$ cat config.mk
export PLATFORM = sky130hd
export DESIGN_NAME = round_robin_time_slice_scheduler_core
export DESIGN_NICKNAME = d
export VERILOG_FILES = /design/src/rtl/rrts_pkg.sv /design/src/rtl/rrts_next_valid.sv /design/src/rtl/rrts_sched.sv /design/src/rtl/round_robin_time_slice_scheduler_core.sv
export SDC_FILE = /design/constraint.sdc
export NUM_CORES = 1
export LEC_CHECK = 0
export ABC_AREA = 0
export BUFFER_PORTS_ARGS = -buffer_cell sky130_fd_sc_hd__buf_2
export CAP_MARGIN = 20
export CORE_UTILIZATION = 65
export DETAILED_ROUTE_END_ITERATION = 16
export HOLD_SLACK_MARGIN = 0.05
export PLACE_DENSITY = 0.85
export SYNTH_ARGS = -nofsm -noshare
export SYNTH_HDL_FRONTEND = slang
export SYNTH_SLANG_ARGS = --single-unit
$ cat constraint.sdc
create_clock -name aclk -period 12.8 [get_ports aclk]
set_clock_uncertainty 0.05 [all_clocks]
set_input_delay 1.28 -clock aclk [delete_from_list [all_inputs] [get_ports aclk]]
set_output_delay 1.28 -clock aclk [all_outputs]
set_load 0.005 [all_outputs]
$ cat src/rtl/rrts_pkg.sv
`timescale 1ns / 1ps

package rrts_pkg;

    localparam int RING_SLOTS_DEF = 8;

    localparam int FIELD_W    = 3;
    localparam int FUNC_W     = 2;
    localparam int INTERVAL_W = 8;
    localparam int COUNT_W    = 4;
    localparam int SWITCH_W   = 32;

    localparam logic [INTERVAL_W-1:0] INTERVAL_RST = 8'd12;
    localparam int MIN_ACTIVE = 2;

    typedef enum logic [FUNC_W-1:0] {
        FUNC_TICK  = 2'd0,
        FUNC_REG   = 2'd1,
        FUNC_UNREG = 2'd2
    } func_t;

    // Result item, lowest field last so the packed order matches m_tdata.
    typedef struct packed {
        logic [SWITCH_W-1:0] switches_done;
        logic [COUNT_W-1:0]  valid_count;
        logic [FIELD_W-1:0]  next_wing;
        logic [FIELD_W-1:0]  next_context;
        logic [FIELD_W-1:0]  next_agent_id;
        logic [FIELD_W-1:0]  prev_entry;
        logic [FIELD_W-1:0]  current_entry;
        logic                rotated;
        logic                ok;
    } res_t;

    localparam int RES_W      = $bits(res_t);
    localparam int RES_BYTES  = (RES_W + 7) / 8;
    localparam int IN_DATA_W  = 3 * FIELD_W;
    localparam int IN_BYTES   = (IN_DATA_W + 7) / 8;

endpackage

$ cat src/rtl/rrts_next_valid.sv
`timescale 1ns / 1ps

module rrts_next_valid
    import rrts_pkg::*;
#(
    parameter int SLOTS = RING_SLOTS_DEF
) (
    input  logic [SLOTS-1:0]         valid,
    input  logic [$clog2(SLOTS)-1:0] from,
    output logic                     found,
    output logic [$clog2(SLOTS)-1:0] idx
);

    localparam int PW = $clog2(SLOTS);
    localparam int SW = PW + 2;

    logic [SW-1:0] slot [SLOTS];

    // Ring order after the start slot; the sum stays below twice the ring size.
    always_comb begin
        for (int k = 1; k <= SLOTS; k++) begin
            slot[k-1] = SW'(from) + SW'(k);
            if (slot[k-1] >= SW'(SLOTS)) begin
                slot[k-1] = slot[k-1] - SW'(SLOTS);
            end
        end
    end

    // Scan from the far end so the nearest valid slot wins.
    always_comb begin
        found = 1'b0;
        idx   = from;
        for (int k = SLOTS - 1; k >= 0; k--) begin
            if (valid[slot[k][PW-1:0]]) begin
                found = 1'b1;
                idx   = slot[k][PW-1:0];
            end
        end
    end

endmodule

$ cat src/rtl/rrts_sched.sv
`timescale 1ns / 1ps

module rrts_sched
    import rrts_pkg::*;
#(
    parameter int SLOTS = RING_SLOTS_DEF
) (
    input  logic                  clk,
    input  logic                  rstn,
    input  logic                  cfg_wr_en,
    input  logic [INTERVAL_W-1:0] cfg_wr_data,
    input  logic                  fire,
    input  logic [FUNC_W-1:0]     func,
    input  logic [FIELD_W-1:0]    agent_id,
    input  logic [FIELD_W-1:0]    context_num,
    input  logic [FIELD_W-1:0]    wing_num,
    output res_t                  res
);

    localparam int PW = $clog2(SLOTS);
    localparam int CW = $clog2(SLOTS + 1);

    logic [SLOTS-1:0]      valid_reg, valid_next, clr_valid;
    logic [FIELD_W-1:0]    id_reg   [SLOTS];
    logic [FIELD_W-1:0]    ctx_reg  [SLOTS];
    logic [FIELD_W-1:0]    wing_reg [SLOTS];
    logic [CW-1:0]         cnt_reg, cnt_next;
    logic [PW-1:0]         ptr_reg, ptr_next;
    logic [INTERVAL_W-1:0] tick_reg, tick_next, tick_inc;
    logic [SWITCH_W-1:0]   sw_reg, sw_next;
    logic [INTERVAL_W-1:0] interval_reg;

    logic          has_free, has_match, wr_en, ok, rot;
    logic [PW-1:0] free_idx, match_idx;
    logic          tk_found, un_found;
    logic [PW-1:0] tk_idx, un_idx;
    logic [FIELD_W-1:0] rd_id, rd_ctx, rd_wing;
    logic [31:0]   ptr_wide, prev_wide, cnt_wide;

    // Lowest free slot and lowest valid slot with a matching id.
    always_comb begin
        has_free  = 1'b0;
        free_idx  = '0;
        has_match = 1'b0;
        match_idx = '0;
        for (int i = SLOTS - 1; i >= 0; i--) begin
            if (!valid_reg[i]) begin
                has_free = 1'b1;
                free_idx = PW'(i);
            end
            if (valid_reg[i] && id_reg[i] == agent_id) begin
                has_match = 1'b1;
                match_idx = PW'(i);
            end
        end
    end

    always_comb begin
        clr_valid = valid_reg;
        clr_valid[match_idx] = 1'b0;
    end

    rrts_next_valid #(.SLOTS(SLOTS)) u_tick_pick (
        .valid (valid_reg),
        .from  (ptr_reg),
        .found (tk_found),
        .idx   (tk_idx)
    );

    rrts_next_valid #(.SLOTS(SLOTS)) u_unreg_pick (
        .valid (clr_valid),
        .from  (match_idx),
        .found (un_found),
        .idx   (un_idx)
    );

    assign tick_inc = tick_reg + 8'd1;

    always_comb begin
        valid_next = valid_reg;
        ptr_next   = ptr_reg;
        tick_next  = tick_reg;
        sw_next    = sw_reg;
        cnt_next   = cnt_reg;
        wr_en      = 1'b0;
        ok         = 1'b0;
        rot        = 1'b0;
        unique case (func_t'(func))
            FUNC_TICK: begin
                if (cnt_reg >= CW'(MIN_ACTIVE)) begin
                    tick_next = tick_inc;
                    if (tick_inc >= interval_reg) begin
                        tick_next = '0;
                        if (tk_found && tk_idx != ptr_reg) begin
                            ptr_next = tk_idx;
                            sw_next  = sw_reg + 32'd1;
                            ok       = 1'b1;
                            rot      = 1'b1;
                        end
                    end
                end
            end
            FUNC_REG: begin
                if (has_free) begin
                    valid_next[free_idx] = 1'b1;
                    wr_en    = 1'b1;
                    cnt_next = cnt_reg + CW'(1);
                    ok       = 1'b1;
                end
            end
            FUNC_UNREG: begin
                if (has_match) begin
                    valid_next = clr_valid;
                    cnt_next   = cnt_reg - CW'(1);
                    if (ptr_reg == match_idx && un_found) begin
                        ptr_next = un_idx;
                    end
                    ok = 1'b1;
                end
            end
            default: begin
            end
        endcase
    end

    // Read the running slot as it stands after this item.
    always_comb begin
        rd_id   = '0;
        rd_ctx  = '0;
        rd_wing = '0;
        if (valid_next[ptr_next]) begin
            if (wr_en && free_idx == ptr_next) begin
                rd_id   = agent_id;
                rd_ctx  = context_num;
                rd_wing = wing_num;
            end else begin
                rd_id   = id_reg[ptr_next];
                rd_ctx  = ctx_reg[ptr_next];
                rd_wing = wing_reg[ptr_next];
            end
        end
    end

    assign ptr_wide  = 32'(ptr_next);
    assign prev_wide = 32'(ptr_reg);
    assign cnt_wide  = 32'(cnt_next);

    always_comb begin
        res.ok            = ok;
        res.rotated       = rot;
        res.current_entry = ptr_wide[FIELD_W-1:0];
        res.prev_entry    = prev_wide[FIELD_W-1:0];
        res.next_agent_id = rd_id;
        res.next_context  = rd_ctx;
        res.next_wing     = rd_wing;
        res.valid_count   = cnt_wide[COUNT_W-1:0];
        res.switches_done = sw_next;
    end

    always_ff @(posedge clk) begin
        if (!rstn) begin
            valid_reg    <= '0;
            cnt_reg      <= '0;
            ptr_reg      <= '0;
            tick_reg     <= '0;
            sw_reg       <= '0;
            interval_reg <= INTERVAL_RST;
        end else begin
            if (cfg_wr_en) begin
                interval_reg <= cfg_wr_data;
            end
            if (fire) begin
                valid_reg <= valid_next;
                cnt_reg   <= cnt_next;
                ptr_reg   <= ptr_next;
                tick_reg  <= tick_next;
                sw_reg    <= sw_next;
            end
        end
    end

    always_ff @(posedge clk) begin
        if (fire && wr_en) begin
            id_reg[free_idx]   <= agent_id;
            ctx_reg[free_idx]  <= context_num;
            wing_reg[free_idx] <= wing_num;
        end
    end

endmodule

$ cat src/rtl/round_robin_time_slice_scheduler_core.sv
`timescale 1ns / 1ps
// Round-robin time-slice scheduler over a ring of agent slots.
// Input channel s_*: s_tuser carries the operation (tick, register slot,
// unregister slot), s_tdata the agent id, context and wing. Every item gives
// exactly one result item on m_*: status flags, the running slot before and
// after the item with its id, context and wing, the number of valid slots and
// the running total of rotations.
// The rotation interval is set through cfg_wr_en/cfg_wr_data; write it only
// while no item is in flight. Reset sets it to 12 ticks.
// An accepted item goes into the input register; the result register loads
// from the combinational slot-table update once it is free or being taken,
// and m_tvalid rises with it. Throughput: one item per cycle while
// m_tready is high, set by the single-pass table update between registers.
// Reset clears all slots, the pointer, the tick counter and the switch count.
// When m_tready is low the result is held; one more item is taken into the
// input register, after which s_tready drops until the result is taken.

module round_robin_time_slice_scheduler_core
    import rrts_pkg::*;
#(
    parameter int RING_SLOTS = RING_SLOTS_DEF
) (
    input  logic                   aclk,
    input  logic                   aresetn,
    input  logic                   cfg_wr_en,
    input  logic [INTERVAL_W-1:0]  cfg_wr_data,
    input  logic                   s_tvalid,
    output logic                   s_tready,
    // [2:0] agent_id, [5:3] context_num, [8:6] wing_num
    input  logic [IN_BYTES*8-1:0]  s_tdata,
    // [1:0] func
    input  logic [FUNC_W-1:0]      s_tuser,
    output logic                   m_tvalid,
    input  logic                   m_tready,
    // [0] ok, [1] rotated, [4:2] current_entry, [7:5] prev_entry,
    // [10:8] next_agent_id, [13:11] next_context, [16:14] next_wing,
    // [20:17] valid_count, [52:21] switches_done
    output logic [RES_BYTES*8-1:0] m_tdata
);

    logic               in_vld_reg;
    logic [FUNC_W-1:0]  func_reg;
    logic [FIELD_W-1:0] aid_reg, ctx_reg, wing_reg;
    logic               out_vld_reg;
    res_t               out_res_reg;
    res_t               res;
    logic               adv;

    assign adv      = in_vld_reg && (!out_vld_reg || m_tready);
    assign s_tready = !in_vld_reg || adv;

    always_ff @(posedge aclk) begin
        if (!aresetn) begin
            in_vld_reg <= 1'b0;
        end else if (s_tready) begin
            in_vld_reg <= s_tvalid;
        end
    end

    always_ff @(posedge aclk) begin
        if (s_tready && s_tvalid) begin
            func_reg <= s_tuser;
            aid_reg  <= s_tdata[FIELD_W-1:0];
            ctx_reg  <= s_tdata[2*FIELD_W-1:FIELD_W];
            wing_reg <= s_tdata[3*FIELD_W-1:2*FIELD_W];
        end
    end

    rrts_sched #(.SLOTS(RING_SLOTS)) u_sched (
        .clk         (aclk),
        .rstn        (aresetn),
        .cfg_wr_en   (cfg_wr_en),
        .cfg_wr_data (cfg_wr_data),
        .fire        (adv),
        .func        (func_reg),
        .agent_id    (aid_reg),
        .context_num (ctx_reg),
        .wing_num    (wing_reg),
        .res         (res)
    );

    always_ff @(posedge aclk) begin
        if (!aresetn) begin
            out_vld_reg <= 1'b0;
        end else if (adv) begin
            out_vld_reg <= 1'b1;
        end else if (m_tready) begin
            out_vld_reg <= 1'b0;
        end
    end

    always_ff @(posedge aclk) begin
        if (adv) begin
            out_res_reg <= res;
        end
    end

    assign m_tvalid = out_vld_reg;
    assign m_tdata  = (RES_BYTES*8)'(out_res_reg);

    a_stall_cause: assert property (@(posedge aclk) disable iff (!aresetn)
        !s_tready |-> (in_vld_reg && out_vld_reg && !m_tready))
        else $error("input stalled without a blocked result");

    a_adv_fills: assert property (@(posedge aclk) disable iff (!aresetn)
        adv |=> out_vld_reg)
        else $error("advanced item did not reach the result register");

    a_rot_ok: assert property (@(posedge aclk) disable iff (!aresetn)
        out_vld_reg |-> (!out_res_reg.rotated || out_res_reg.ok))
        else $error("rotation reported without ok");

endmodule
==> results_dict.tcl, run 1 <==
set metrics [dict create \
    status "completed" \
    setup_tns_ns 0 \
    pin_count 89 \
    die_x_um 135 \
    grt_use_total 0.286 \
    overflow 0 \
    ys_seq_elements 201 \
    antennaDiodeCount 0 \
    dpl.hpwl_mm 16.9 \
    core_um2 17400 \
    cp.arrival_ns 7.51 \
    cts_sinks 201 \
    leakagePower_nw 4.73 \
    row_count 48 \
    required_ns 12.93 \
    cts_buffer_depth 3 \
    worstHoldPathType "reg2reg" \
    synthCells 1123 \
    gp_congestion 0.934 \
    synth_top_area_cell "edfxtp_1" \
    synth_edf_count 136 \
    slew_headroom 0.223 \
    p_per_area_nw_per_um2 117 \
    dr.pass1.iters 5 \
    dr_total_vias 8920 \
    wire_per_inst_um 18.5 \
    grt_pass1_vias 8207 \
    pwr-share-comb 0.111 \
    crit_type "reg2reg" \
    finalHoldViolCount 0 \
    vdd_drop_max_v 0.000138 \
    io_buffers 78 \
    grt_setup_unrepaired "false" \
    cts_hold_buf 0 \
    largest_register_ffs 53 \
    areaGrowthSynthToFinish_pct 9.42 \
    yosys_warnings 0 \
    drv_cap 0 \
    timing.fmax_ghz 0.135 \
    drc_errors 0 \
    synth_top_area_frac 0.353 \
    antenna_found_initial 0 \
    total_power_mw 1.48 \
    clkPwrFrac 0.400 \
    setup_viol 0 \
    endpoint_kind "flop" \
    crit_fanout 19 \
    switching_share 0.239 \
    switchingPower_mw 0.355 \
    cts_tree "built" \
    async_flop_share 0 \
    final_nets 1223 \
    grt_start_max_net_pins 86 \
    synthTopCellsByArea "edfxtp_1 35%, dfxtp_1 11%, mux2i_1 7.3%" \
    ant_nets 0 \
    cts-root-buf "clkbuf_16" \
    clkTransAtPathRegs_ns 0.06 \
    start_util 0.667 \
    htree_levels 1 \
    grt_pass1_wl_mm 41.4 \
    cts-resized-gates 0 \
    power_frac_seq 0.489 \
    cts_buffers 21 \
    p_int_mw 1.13 \
    fillCellCount 1213 \
    netlist-cell-type-count 90 \
    syn_area_per_cell_um2 10.3 \
    post_cts_buffers 0 \
    drt_iter0_markers 776 \
    ys.flop_type "edfxtp_1" \
    clock_latency_ns 0.50 \
    wl_mm 26.0 \
    dieArea_um2 18400 \
    crit_path_start_kind "flop" \
    worstMarginPinSlew_ns 1.13 \
    fin_crit_ns 7.38 \
    die_h_um 135 \
    post-route-period-util 0.577 \
    routed_via_density 6.35 \
    drive_gt1_frac 0.149 \
    netlist_area_um2 11600 \
    finalMaxSlewViolations 0 \
    ys_seq_area_frac 0.465 \
]
layout make-up:
class                   instances  area (µm²)  area share
well taps                     225         282      0.0222
flip-flops and latches        201        5390       0.425
inverters                      42         164      0.0129
clock buffers                  27         568      0.0448
clock inverters                 9         100     0.00790
repair buffers                 88         485      0.0383
multi-input cells             813        5690       0.449
power by group through the flow:
stage | logic, mW | registers, mW | clock network (mW)
final | 0.165 | 0.725 | 0.592
after global routing | 0.178 | 0.727 | 0.619
after floorplan | 0.126 | 0.732 | 0
after detailed placement | 0.160 | 0.738 | 0
after global placement | 0.157 | 0.738 | 0
after CTS | 0.162 | 0.725 | 0.597
metrics by stage:
step,setup slack (ns),cell area [µm²],utilization,cells,hold WS [ns]
floorplan,7.28,11600,-,1125,0.356
global placement,5.79,12000,0.689,1366,0.418
detailed placement,5.74,12000,0.689,1367,0.428
CTS,5.67,12600,0.728,1403,0.441
global route,5.15,12700,0.730,1405,0.455
finish,5.42,12700,0.730,1405,0.438
worst max-delay path, cell delays in order (launching register included):
cell and delay, ns:
edfxtp_1 0.68, xnor2_1 0.38, nand4_1 0.26, a211oi_2 0.43
o21ai_0 0.14, buf_4 0.21, ha_1 0.64, inv_1 0.31
nor4_2 0.31, nor3_1 0.08, mux2_1 0.40, mux2_2 0.32
nor2_1 0.09, a31oi_1 0.06, o211ai_1 0.26, o2111a_1 0.77
inv_2 0.45, mux2i_1 0.21, mux2i_1 0.85, a211oi_1 0.14
cell families after synthesis:
group                    count (synthesis)  share of synthesized area
adder cells (fa/ha/maj)                 25                     0.0270
AND/OR/NAND/NOR                        386                      0.165
AO/OA/AOI/OAI                          190                      0.111
other                                    1                   0.000324
multiplexers                           109                      0.108
buffers and inverters                  111                     0.0455
flip-flops                             201                      0.465
XOR/XNOR                               100                     0.0782
placed cells by master (no fill, tap or decap), types with 19 or more instances in the layout:
cell	count
nor2_1	106
xnor2_1	60
o21ai_0	38
xor2_1	36
inv_1	31
clkbuf_16	21
nor3_1	27
a21oi_1	45
edfxtp_1	136
buf_2	78
dfxtp_1	65
nand3_1	56
nand4_1	19
nand2_1	99
ha_1	25
mux2i_1	85
routing by layer:
layer	share of wire	vias up	track usage	routed length (µm)
li1	-	4171	-	-
met1	0.43	4233	0.399	11200
met2	0.47	456	0.460	12100
met3	0.081	60	0.0374	2100
met4	0.023	0	0.0986	589
met5	0	-	0	0
path summary, 6_finish.rpt:
check | slack [ns] | depth (start not counted) | from | end
worst min register to register | 0.44 | 2 | u_sched.interval_reg[2]$_SDFFE_PN1P_ | u_sched.interval_reg[2]$_SDFFE_PN1P_
worst max-delay path | 5.42 | 19 | aid_reg[1]$_DFFE_PP_ | m_tdata[8]$_SDFFCE_PN0P_
worst max register to register | 5.42 | 19 | aid_reg[1]$_DFFE_PP_ | m_tdata[8]$_SDFFCE_PN0P_
worst min-delay path | 0.44 | 2 | u_sched.interval_reg[2]$_SDFFE_PN1P_ | u_sched.interval_reg[2]$_SDFFE_PN1P_
synth_stat cells, drive strengths merged (3+ instances only):
cell type and n:
a211oi 17, a21o 6, a21oi 48, a22o 3
a31oi 9, a32oi 4, a41oi 3, and2 12
and3 10, and4 7, buf 32, clkbuf 37
clkinv 3, dfxtp 65, edfxtp 136, ha 25
inv 39, mux2 11, mux2i 88, mux4 10
nand2 101, nand2b 10, nand3 57, nand3b 5
nand4 19, nor2 107, nor3 28, nor3b 5
nor4 8, o2111ai 4, o211ai 17, o21ai 47
o22ai 3, or2 3, or3 5, or4 5
xnor2 63, xor2 37
Note: power is estimated with default switching activity, not from simulation.
==> run 2, diff against run 1 <==
--- a/config.mk
+++ b/config.mk
@@ -8,10 +8,10 @@
 export ABC_AREA = 0
 export BUFFER_PORTS_ARGS = -buffer_cell sky130_fd_sc_hd__buf_2
 export CAP_MARGIN = 20
-export CORE_UTILIZATION = 65
+export CORE_UTILIZATION = 55
 export DETAILED_ROUTE_END_ITERATION = 16
 export HOLD_SLACK_MARGIN = 0.05
-export PLACE_DENSITY = 0.85
+export PLACE_DENSITY = 0.77
 export SYNTH_ARGS = -nofsm -noshare
 export SYNTH_HDL_FRONTEND = slang
 export SYNTH_SLANG_ARGS = --single-unit
==> constraint.sdc (replaced) <==
create_clock -name aclk -period 6.5 [get_ports aclk]
set_clock_uncertainty 0.05 [all_clocks]
set_input_delay 0.65 -clock aclk [delete_from_list [all_inputs] [get_ports aclk]]
set_output_delay 0.65 -clock aclk [all_outputs]
set_load 0.005 [all_outputs]
==> run 2 against run 1 <==
Compared with the run above: cell area is 1.1% higher; worst setup slack worse by 4.9 ns; first-iteration DRC count is 1.2% higher; cell count is 4.3% higher; count of clock-buffer cells in the layout is 3 higher; non-clock buffer count is 16 higher; combinational power is 100% higher; clock power is 91% higher; die area is 18% higher.
==> results_dict.tcl, run 2 (synthesized netlist as in run 1, its figures left out) <==
set metrics [dict create \
    grt_util_met3 0.0407 \
    antenna_found_initial 0 \
    dr_total_vias 8789 \
    crit_path_start_kind "flop" \
    io_buffers 78 \
    post-route-cell-area_um2 12800 \
    clkTransAtPathRegs_ns 0.06 \
    total_power_mw 2.88 \
    required_ns 6.67 \
    die_x_um 147 \
    r2r_start "aid_reg[0]$_DFFE_PP_" \
    drt_iter0_markers 785 \
    gp_congestion 0.955 \
    cts-resized-gates 0 \
    leakagePower_nw 4.80 \
    worstHoldPathType "in2reg" \
    post_cts_buffers 0 \
    crit_end "m_tdata[15]$_SDFFCE_PN0P_" \
    ant_nets 0 \
    p_per_area_nw_per_um2 225 \
    fillCellCount 1692 \
    drv_cap 0 \
    grt_pass1_vias 8194 \
    die_h_um 147 \
    stdcell_count 1466 \
    dr.pass1.iters 6 \
    start_util 0.567 \
    min-delay-start "s_tdata[5]" \
    finalHoldViolCount 0 \
    fin_crit_ns 6.02 \
    grt_use_total 0.246 \
    wl_mm 26.5 \
    use_met1 0.351 \
    hold_ws_ns 0.287 \
    overflow 0 \
    cts_tree "built" \
    regArea_um2 5390 \
    setup_viol 0 \
    post-route-period-util 0.927 \
    grt_setup_unrepaired "false" \
    core_um2 20400 \
    status "completed" \
    final_common_cell "edfxtp_1" \
    endpoint_kind "flop" \
    antennaDiodeCount 0 \
    cts_hold_buf 0 \
    multi_input_area_um2 5690 \
    wire_per_inst_um 18.1 \
    drive_gt1_frac 0.160 \
    pin_count 89 \
    cts_sinks 201 \
    setup_tns_ns 0 \
    finalMaxSlewViolations 0 \
    setup_ws_ns 0.475 \
    busiest_layer "met2" \
    r2r-end "m_tdata[15]$_SDFFCE_PN0P_" \
    slew_headroom 0.265 \
    reg2regPathDepth 21 \
    r2r_setup_slack_ns 0.48 \
    worstMarginPinSlew_ns 1.10 \
    drc_errors 0 \
    cts_buffer_depth 3 \
    crit_type "reg2reg" \
    worstSetupStartpoint "aid_reg[0]$_DFFE_PP_" \
    grt_use_met2 0.383 \
    areaGrowthSynthToFinish_pct 10.7 \
    grt_pass1_wl_mm 42.8 \
    clock_latency_ns 0.50 \
    final_cell_mix "136 x edfxtp_1, 106 x nor2_1, 99 x nand2_1" \
    fin_util 0.627 \
    row_count 52 \
    routed_via_density 6.00 \
    pre_cts_ws_ns 0.549 \
    cts_buffers 21 \
    final_nets 1239 \
    dpl-instance-area_um2 12100 \
    vdd_drop_max_v 0.000244 \
    crit_fanout 24 \
    cp.arrival_ns 6.20 \
    grt_start_max_net_pins 85 \
    cts-root-buf "clkbuf_16" \
    dpl.hpwl_mm 17.7 \
    largest_register_ffs 53 \
    dp.cells 1428 \
    timing.fmax_ghz 0.166 \
    dieArea_um2 21600 \
    htree_levels 1 \
]
-- run 2: worst max-delay path, cell delays in order (launching register included) --
cell and delay [ns]:
edfxtp_1 0.81, xnor2_2 0.22, and4_4 0.37, a211oi_2 0.09, a21oi_4 0.48, ha_1 0.34
inv_1 0.23, a21oi_1 0.12, a31oi_1 0.14, o21ai_0 0.15, mux2i_2 0.34, nand3b_1 0.20
o21ai_1 0.13, a31oi_1 0.23, o2111ai_2 0.17, a21oi_4 0.19, buf_4 0.42, buf_4 0.41
mux2i_1 0.25, mux2i_1 0.11, o211ai_1 0.20, a211oi_1 0.11
-- run 2: routing by layer --
metal | routed length (µm) | share of wire
met4 | 695 | 0.026
met5 | 0 | 0
met2 | 12200 | 0.46
met3 | 1830 | 0.069
met1 | 11800 | 0.44
-- run 2: worst min-delay path by stage --
stage	to	cells after the start
floorplan	m_tdata[7]$_DFFE_PP_	0
global placement	u_sched.sw_reg[21]$_SDFFE_PN0P_	2
detailed placement	u_sched.sw_reg[21]$_SDFFE_PN0P_	2
CTS	ctx_reg[2]$_DFFE_PP_	1
global route	wing_reg[1]$_DFFE_PP_	1
finish	ctx_reg[2]$_DFFE_PP_	1
-- run 2: layout make-up --
type                            instances  share of cell area
Clock buffer                           30              0.0452
Clock inverter                          6             0.00459
Inverter                               42              0.0128
Multi-Input combinational cell        813               0.444
Sequential cell                       201               0.420
Tap cell                              270              0.0264
Timing Repair Buffer                  104              0.0470
-- run 2: where the power goes --
group	switching, mW	internal [mW]	leakage (nW)
clock network	0.469	0.658	0.305
registers	0.0245	1.40	1.77
logic	0.203	0.134	2.72
==> run 3, diff against run 2 <==
--- a/config.mk
+++ b/config.mk
@@ -11,7 +11,9 @@
 export CORE_UTILIZATION = 55
 export DETAILED_ROUTE_END_ITERATION = 16
 export HOLD_SLACK_MARGIN = 0.05
-export PLACE_DENSITY = 0.77
+export PLACE_DENSITY = 0.78
+export SLEW_MARGIN = 20
 export SYNTH_ARGS = -nofsm -noshare
 export SYNTH_HDL_FRONTEND = slang
+export SYNTH_HIERARCHICAL = 1
 export SYNTH_SLANG_ARGS = --single-unit
==> run 3 against run 2 <==
Compared with the run above: power is 5.2% higher; maximum frequency is 0.25% lower; die area is 1.3% lower; largest cell class unchanged; critical endpoint is now m_tdata[10]$_DFFE_PP_; global-route usage is 0.49 points lower; cell count is 3.1% lower; count of clock-buffer cells in the layout stayed put; routed wire length is 3.1% lower; via count is 3.2% lower; worst setup slack worse by 0.015 ns.
==> results_dict.tcl, run 3 <==
set metrics [dict create \
    drive_gt1_frac 0.197 \
    crit_type "reg2reg" \
    total_power_mw 3.04 \
    synthCells 1052 \
    timing.fmax_ghz 0.166 \
    start_util 0.563 \
    final_nets 1187 \
    htree_levels 1 \
    post-route-period-util 0.929 \
    endpoint_kind "flop" \
    yosys_warnings 6 \
    synthTopCellsByArea "edfxtp_1 36%, dfxtp_1 11%, xnor2_1 5.7%" \
    worstHoldPathType "in2reg" \
    antennaDiodeCount 0 \
    synth_top_area_frac 0.357 \
    grt_start_max_net_pins 67 \
    core_um2 20300 \
    vdd_drop_max_v 0.000256 \
    worstMarginPinSlew_ns 1.09 \
    worstSetupStartpoint "aid_reg[2]$_DFFE_PP_" \
    wire_per_inst_um 18.1 \
    ys_seq_area_frac 0.471 \
    clkTransAtPathRegs_ns 0.06 \
    status "completed" \
    overflow 0 \
    drc_errors 0 \
    slew_headroom 0.268 \
    ant_nets 0 \
    min-delay-start "s_tdata[5]" \
    grt_setup_unrepaired "false" \
    final_common_cell "edfxtp_1" \
    largest_register_ffs 53 \
    dr_total_vias 8504 \
    drv_cap 0 \
    setup_viol 0 \
    multi_input_area_um2 5610 \
    max_stage_delay_ns 0.59 \
    p_per_area_nw_per_um2 236 \
    regArea_um2 5390 \
    cts_sinks 201 \
    finalMaxSlewViolations 0 \
    row_count 52 \
    setup_tns_ns 0 \
    grt_pass1_wl_mm 41.7 \
    fin_crit_ns 6.04 \
    synth.top_cells.by_count "136 x edfxtp_1, 98 x nand2_1, 74 x xnor2_1" \
    crit_buf_inv 3 \
    netlist_area_um2 11400 \
    cts_tree "built" \
    antenna_found_initial 0 \
    grt_pass1_vias 8186 \
    areaGrowthSynthToFinish_pct 12.7 \
    ys_seq_elements 201 \
    die_h_um 146 \
    netlist-cell-type-count 91 \
    die_x_um 146 \
    ys.flop_type "edfxtp_1" \
    synth_edf_count 136 \
    final_cell_mix "136 x edfxtp_1, 97 x nand2_1, 78 x buf_2" \
    wl_mm 25.7 \
    async_flop_share 0 \
    routed_via_density 5.98 \
    cts_buffers 22 \
    io_buffers 78 \
    dr.pass1.iters 8 \
    crit_path_start_kind "flop" \
    syn_area_per_cell_um2 10.9 \
    finalHoldViolCount 0 \
    pin_count 89 \
    r2r_start "aid_reg[2]$_DFFE_PP_" \
    dieArea_um2 21400 \
    clock_latency_ns 0.51 \
    crit_chain "buf_4 -> xnor2_1 -> and4_1 -> o211ai_1 -> a41o_2 -> o31a_1 -> mux4_2 -> nor2b_4 -> a21oi_2 -> nand3_1 -> or4_1 -> nand3_1 -> a211oi_1 -> a22oi_1 -> and2_1 -> inv_1 -> a2111oi_2 -> nor4_4 -> buf_4 -> a311oi_1" \
    cp.arrival_ns 6.28 \
    yosysMostFrequentCell "edfxtp_1" \
    leakagePower_nw 4.80 \
    crit_fanout 21 \
    dpl.hpwl_mm 17.4 \
    synth_top_area_cell "edfxtp_1" \
    grt_use_total 0.241 \
    gp_congestion 0.949 \
    cts-root-buf "clkbuf_16" \
    drt_iter0_markers 678 \
    required_ns 6.74 \
    fillCellCount 1625 \
    cpMaxStageDelayCell "mux4_2" \
    cts_buffer_depth 3 \
    critPathTopFamily "compound AO/OA/AOI/OAI gates" \
]
==> run 3: cell types whose count changed in the layout (fill, tap and decap cells not counted), moves of 9 or more <==
| cell | before | now |
|---|---|---|
| and2_1 | 11 | 41 |
| nor2b_1 | 2 | 23 |
| a21oi_1 | 45 | 26 |
| buf_4 | 24 | 37 |
| o211a_1 | 1 | 10 |
| xnor2_1 | 60 | 74 |
| a211oi_1 | 15 | 6 |
| mux2i_1 | 85 | 46 |
| nor2_1 | 106 | 39 |
==> run 3: worst reg2reg max path, cell delays in order (launching register included) <==
cell	delay [ns]
edfxtp_1	0.52
buf_4	0.23
xnor2_1	0.15
and4_1	0.26
o211ai_1	0.13
a41o_2	0.49
o31a_1	0.39
mux4_2	0.59
nor2b_4	0.17
a21oi_2	0.22
nand3_1	0.11
or4_1	0.47
nand3_1	0.12
a211oi_1	0.06
a22oi_1	0.30
and2_1	0.33
inv_1	0.23
a2111oi_2	0.37
nor4_4	0.09
buf_4	0.20
a311oi_1	0.31
==> run 3: path summary, 6_finish.rpt <==
kind,cells past startpoint,endpoint,slack [ns]
max,20,m_tdata[10]$_DFFE_PP_,0.46
min,1,ctx_reg[2]$_DFFE_PP_,0.27
max reg2reg,20,m_tdata[10]$_DFFE_PP_,0.46
min reg2reg,2,u_sched/interval_reg[2]$_SDFFE_PN1P_,0.44
==> run 3: area by class of cell <==
type / count / share of cell area
Tap cell: 270 / 0.0262
Multi-Input combinational cell: 755 / 0.435
Inverter: 38 / 0.0111
Clock inverter: 10 / 0.00729
Sequential cell: 201 / 0.418
Timing Repair Buffer: 117 / 0.0543
Clock buffer: 30 / 0.0475
==> run 3: what timing repair did <==
item                                    4_1_cts  5_1_grt
endpoints found under the setup margin        0        8
buffers inserted                              0        6
resized for setup                             0        1
hold buffers                                  0        0
==> run 3: per-layer routing <==
layer	routed length (µm)	vias to the layer above	share of wire	GRT usage
li1	-	4037	-	-
met1	10900	4044	0.43	0.318
met2	12300	357	0.48	0.404
met3	1610	66	0.062	0.0325
met4	914	0	0.036	0.0932
met5	0	-	0	0
==> run 3: metrics by stage <==
| stage | hold slack (ns) | std cells | utilization | setup slack, ns | cell area (µm²) |
|---|---|---|---|---|---|
| floorplan | 0.380 | 1054 | - | 1.14 | 11400 |
| detailed placement | 0.433 | 1374 | 0.596 | 0.476 | 12100 |
| finish | 0.270 | 1421 | 0.634 | 0.460 | 12900 |
| global route | 0.265 | 1421 | 0.634 | 0.00891 | 12900 |
| CTS | 0.260 | 1414 | 0.631 | 0.419 | 12800 |
| global placement | 0.432 | 1374 | 0.596 | 0.582 | 12100 |
==> run 3: power by group <==
group          internal [mW]  switching (mW)  total [mW]  leakage (nW)
logic                  0.166           0.237       0.403          2.69
registers               1.40          0.0216        1.42          1.77
clock network          0.706           0.504        1.21         0.337
total                   2.27           0.762        3.04          4.80
==> run 3: cell families after synthesis <==
family	share of synthesized area
flip-flops	0.471
buffers and inverters	0.0420
adder cells (fa/ha/maj)	0.0230
other	0.000328
AO/OA/AOI/OAI	0.123
AND/OR/NAND/NOR	0.167
XOR/XNOR	0.0824
multiplexers	0.0916
